===== config.mk =====
export PLATFORM = sky130hd
export DESIGN_NAME = stkps_ctrl
export DESIGN_NICKNAME = d
export VERILOG_FILES = /design/src/rtl/stkps_pkg.sv /design/src/rtl/stkps_ctrl.sv
export SDC_FILE = /design/constraint.sdc
export NUM_CORES = 1
export LEC_CHECK = 0
export ABC_AREA = 1
export BUFFER_PORTS_ARGS = -buffer_cell sky130_fd_sc_hd__buf_2
export CORE_AREA = 2 2 39 41
export CTS_CLUSTER_DIAMETER = 120
export CTS_CLUSTER_SIZE = 14
export DETAILED_ROUTE_END_ITERATION = 16
export DIE_AREA = 0 0 41 43
export PLACE_DENSITY = 0.69
export SLEW_MARGIN = 20
export SYNTH_ARGS = -nofsm -noshare
export SYNTH_HDL_FRONTEND = slang
export SYNTH_SLANG_ARGS = --single-unit

===== constraint.sdc =====
create_clock -name clk -period 1.2 [get_ports clk]
set_input_delay 0 -clock clk [delete_from_list [all_inputs] [get_ports clk]]
set_output_delay 0 -clock clk [all_outputs]
set_load 0.005 [all_outputs]

===== src/rtl/stkps_pkg.sv =====
// Shared types, widths and codes for the streaming top-K penalized sum block.
package stkps_pkg;

	localparam int HEAP_DEPTH_DEF = 64;
	localparam int SAMPLE_W = 32;
	localparam int VAL_W = 31;
	localparam int SUM_W = 40;
	localparam int IDX_W = 31;
	localparam int PEN_W = 31;
	localparam int LIMIT_W = 7;
	localparam int PROD_W = IDX_W + PEN_W;
	localparam int CFG_W = 31;

	localparam logic [LIMIT_W-1:0] LIMIT_RST = 7'd1;
	localparam logic [IDX_W-1:0] IDX_MAX = {IDX_W{1'b1}};

	typedef enum logic [0:0] {
		CFG_KEEP_LIMIT = 1'b0,
		CFG_STEP_PENALTY = 1'b1
	} cfg_idx_t;

	typedef enum logic [3:0] {
		S_IDLE,
		S_DECIDE,
		S_ROOT_CMP,
		S_UP_CHK,
		S_UP_CMP,
		S_DN_CHK,
		S_DN_CMP,
		S_MUL,
		S_SCORE,
		S_DONE
	} state_t;

	typedef struct packed {
		logic load;
		logic decide;
		logic root_cmp;
		logic up_chk;
		logic up_cmp;
		logic dn_chk;
		logic dn_cmp;
		logic mul;
		logic score;
		logic out_load;
	} dp_cmd_t;

	typedef struct packed {
		logic do_insert;
		logic do_check;
		logic root_take;
		logic up_top;
		logic up_stop;
		logic dn_leaf;
		logic dn_stop;
	} dp_sts_t;

endpackage


===== src/rtl/stkps_ctrl.sv =====
// Controller state machine: sequences load, heap sift, score and output load.
module stkps_ctrl
	import stkps_pkg::*;
(
	input  logic    clk,
	input  logic    arst_n,
	input  logic    in_valid,
	output logic    in_ready,
	output logic    out_valid,
	input  logic    out_ready,
	input  dp_sts_t sts,
	output dp_cmd_t cmd
);

	state_t state_q;
	state_t state_d;
	logic out_valid_q;
	logic out_free;

	assign out_free = !out_valid_q || out_ready;
	assign out_valid = out_valid_q;

	always_ff @(posedge clk or negedge arst_n) begin
		if (!arst_n) begin
			state_q <= S_IDLE;
			out_valid_q <= 1'b0;
		end else begin
			state_q <= state_d;
			out_valid_q <= cmd.out_load || (out_valid_q && !out_ready);
		end
	end

	always_comb begin
		state_d = state_q;
		cmd = '0;
		in_ready = 1'b0;
		unique case (state_q)
			S_IDLE: begin
				in_ready = 1'b1;
				if (in_valid) begin
					cmd.load = 1'b1;
					state_d = S_DECIDE;
				end
			end
			S_DECIDE: begin
				cmd.decide = 1'b1;
				if (sts.do_insert) state_d = S_UP_CHK;
				else if (sts.do_check) state_d = S_ROOT_CMP;
				else state_d = S_MUL;
			end
			S_ROOT_CMP: begin
				cmd.root_cmp = 1'b1;
				state_d = sts.root_take ? S_DN_CHK : S_MUL;
			end
			S_UP_CHK: begin
				cmd.up_chk = 1'b1;
				state_d = sts.up_top ? S_MUL : S_UP_CMP;
			end
			S_UP_CMP: begin
				cmd.up_cmp = 1'b1;
				state_d = sts.up_stop ? S_MUL : S_UP_CHK;
			end
			S_DN_CHK: begin
				cmd.dn_chk = 1'b1;
				state_d = sts.dn_leaf ? S_MUL : S_DN_CMP;
			end
			S_DN_CMP: begin
				cmd.dn_cmp = 1'b1;
				state_d = sts.dn_stop ? S_MUL : S_DN_CHK;
			end
			S_MUL: begin
				cmd.mul = 1'b1;
				state_d = S_SCORE;
			end
			S_SCORE: begin
				cmd.score = 1'b1;
				state_d = S_DONE;
			end
			S_DONE: begin
				// hold the result until the output register is free
				if (out_free) begin
					cmd.out_load = 1'b1;
					state_d = S_IDLE;
				end
			end
			default: state_d = S_IDLE;
		endcase
	end

`ifndef ASSERT_OFF
	a_accept_to_decide: assert property (@(posedge clk) disable iff (!arst_n)
		(in_valid && in_ready) |=> (state_q == S_DECIDE))
		else $error("accepted word did not advance to decide");

	a_load_slot_free: assert property (@(posedge clk) disable iff (!arst_n)
		cmd.out_load |-> (state_q == S_DONE && out_free))
		else $error("output loaded while slot busy");

	a_out_hold: assert property (@(posedge clk) disable iff (!arst_n)
		(out_valid && !out_ready) |=> out_valid)
		else $error("result word dropped while stalled");
`endif

endmodule


==> impl_metrics.yaml <==
layout:
  drive_gt1_frac: 0.625
  final_cell_mix: "buf_2 (22), nand2_1 (16), buf_4 (16), inv_2 (8), inv_1 (7)"
  diodes: 0
  final_core_util: 0.561
  layout_commonest_cell: "buf_2"
  multi_input_area_um2: 279
  nets: 124
  instances_no_fill: 128
  fillers: 137
  seq_area_um2: 129
  syn_to_final_growth_pct: 92.3
clock_tree:
  cts_max_level: 1
  cts.sinks: 5
  clk_latency_ps: 240
  cts-root-buf: "clkbuf_4"
  cts_tree: "built"
  cts_buffers: 3
  clock_path_buffers: 2
  clk_pin_slew_ps: 40
yosys:
  syn_area_um2: 404
  synth_top_family_by_area: "simple AND/OR/NAND/NOR gates"
  muxShareOfSynthArea: 0
  synth_top_area_cell: "dfrtp_1"
  yosys.area_share.adder: 0
  netlist_instances: 67
  yosys-top-cells-area: "dfrtp_1 (31%), nand2_1 (17%), inv_1 (11%), nor2_1 (10%), nor3_2 (7.4%)"
  yosysWarnings: 0
  ys_ff_latch: 5
  synth_seq_area_share: 0.310
  synth_nets: 78
  synth_cell_types: 12
  synth_compound_area_frac: 0.0124
  synthSimpleGateAreaFrac: 0.529
  yosys.area.top_type_share: 0.310
  syn_avg_cell_area_um2: 6.03
  synth_xor_area_frac: 0
die:
  core_area_mm2: 0.00138
  die_h_um: 43
  start_util: 0.292
  die_x_um: 41
  ioPinCount: 23
  rows: 14
  die_area_mm2: 0.00176
setup_path:
  crit_path_top_delay_cell: "dfrtp_1"
  critPathLaunchType: "flip-flop"
  path_cells: "buf_4 -> nor3_2 -> inv_1 -> nor2_1 -> buf_2"
  worst-setup-path-type: "reg2out"
  critical_path_required_ps: 1200
  crit_buf_inv: 3
  cp.arrival_ps: 1240
  cp_slowest_stage_delay_ps: 400
  cp_top_family: "flip-flops"
  crit_path_max_fanout: 3
  end_kind: "output port"
timing:
  fin_crit_ps: 1240
  hold_viol: 0
  finalCritPeriodShare: 1.04
  fin_skew_ps: 1.62
  fin_setup_tns_ps: -42.7
  rsz0062_at_grt: "yes"
  fmax_mhz: 805
  tightest_slew_ps: 157
  hold_slack_ps: 18.4
  maxSlewViolCount: 0
  finalSetupViolations: 1
  slew_headroom: 0.895
  setup_ws_ps: -42.7
detailed_routing:
  drc_errors: 0
  via_count: 537
  drtIter0Drc: 2
  avgRoutedWirePerCell_um: 8.87
  drtPass1Iterations: 3
  post_drt_via_cell_ratio: 4.20
  totalWireLength_um: 1140
  ant_nets: 0
outcome:
  outcome: "finished, violations left"
  failed_checks: "setup timing"
placement:
  gp_congestion: 0.858
  dp.cells: 109
  numPortBuffers: 22
  dp_hpwl_um: 922
  post-place-ws_ps: 14.2
global_routing:
  grt-ovfl-total: 0
  grt_pass1_wl_um: 1910
  grt_start_max_net_pins: 6
  grt_pass1_vias: 508
  grt_usage: 0.160
  antenna_found_initial: 0
hold_path:
  worstHoldPathType: "in2reg"
power:
  powerDensity_mw_per_mm2: 2520
  ir_drop_mv: 1.22
  leakage_nw: 0.444
flow_run:
  cap_violations: 0
## registers in the layout (all words and copies together), names as in the netlist
| register | flops |
|---|---|
| out_valid | 1 |
| state_q | 4 |
## area by class of cell
cell class                      instances  share of cell area
Multi-Input combinational cell         46               0.359
Timing Repair Buffer                   41               0.335
Sequential cell                         5               0.166
Inverter                               16              0.0805
Clock buffer                            4              0.0338
Tap cell                               16              0.0258
## logic make-up (layout without fill, tap and decap cells)
group           after synthesis  in the layout
compound gates                1              1
simple gates                 45             45
flops                         5              5
buf+inv                      16             61
## tightest hold or removal path, stage by stage
cell and delay (ps):
buf_2 80, nand2_1 40, nand4_1 90
## where the power goes
part	internal (W)	switching (W)	total [W]
clock network	0.000125	0.0000639	0.000189
logic	0.000652	0.000749	0.00140
registers	0.000258	0.000110	0.000369
total	0.00104	0.000924	0.00196
## metal layers
layer / track usage / vias to the layer above / share of wire
met5: 0 / - / 0
met4: 0.0800 / 0 / 0
met3: 0.0157 / 0 / 0.045
met2: 0.266 / 10 / 0.55
met1: 0.190 / 231 / 0.40
li1: - / 296 / -
## timing repair
| item | in CTS | in global routing |
|---|---|---|
| pin swaps | 4 | 5 |
| endpoints found under the setup margin | 9 | 15 |
| hold buffers | 3 | 0 |
| buffers inserted | 10 | 2 |
| resized for setup | 6 | 19 |
| endpoints found under the hold margin | 7 | 0 |
## cells in the mapped netlist
| cell | n |
|---|---|
| nand4_1 | 3 |
| nor2_2 | 4 |
| o21ai_0 | 1 |
| nor2_1 | 11 |
| nand3_1 | 4 |
| nor3_1 | 1 |
| inv_2 | 4 |
| nand2_2 | 1 |
| dfrtp_1 | 5 |
| nor3_2 | 3 |
| nand2_1 | 18 |
| inv_1 | 12 |
## metrics by stage
step | total power (W) | instance area, µm²
2_1_floorplan | 0.000909 | 404
4_1_cts | 0.00172 | 704
3_3_place_gp | 0.00125 | 564
3_5_place_dp | 0.00127 | 564
6_report | 0.00196 | 777
5_1_grt | 0.00216 | 777
## path summary, 6_finish.rpt
kind                                  from         end  slack [ps]  cells after the start
max in group asynchronous           arst_n  state_q[1]         960                      2
worst min-delay path                sts[2]  state_q[2]          20                      3
worst min register to register   out_valid   out_valid         550                      2
worst max-delay path            state_q[2]      cmd[0]         -40                      5
min in group asynchronous           arst_n   out_valid         100                      2
worst max register to register  state_q[2]   out_valid           0                      6
Power figures use the tool's default switching activity.
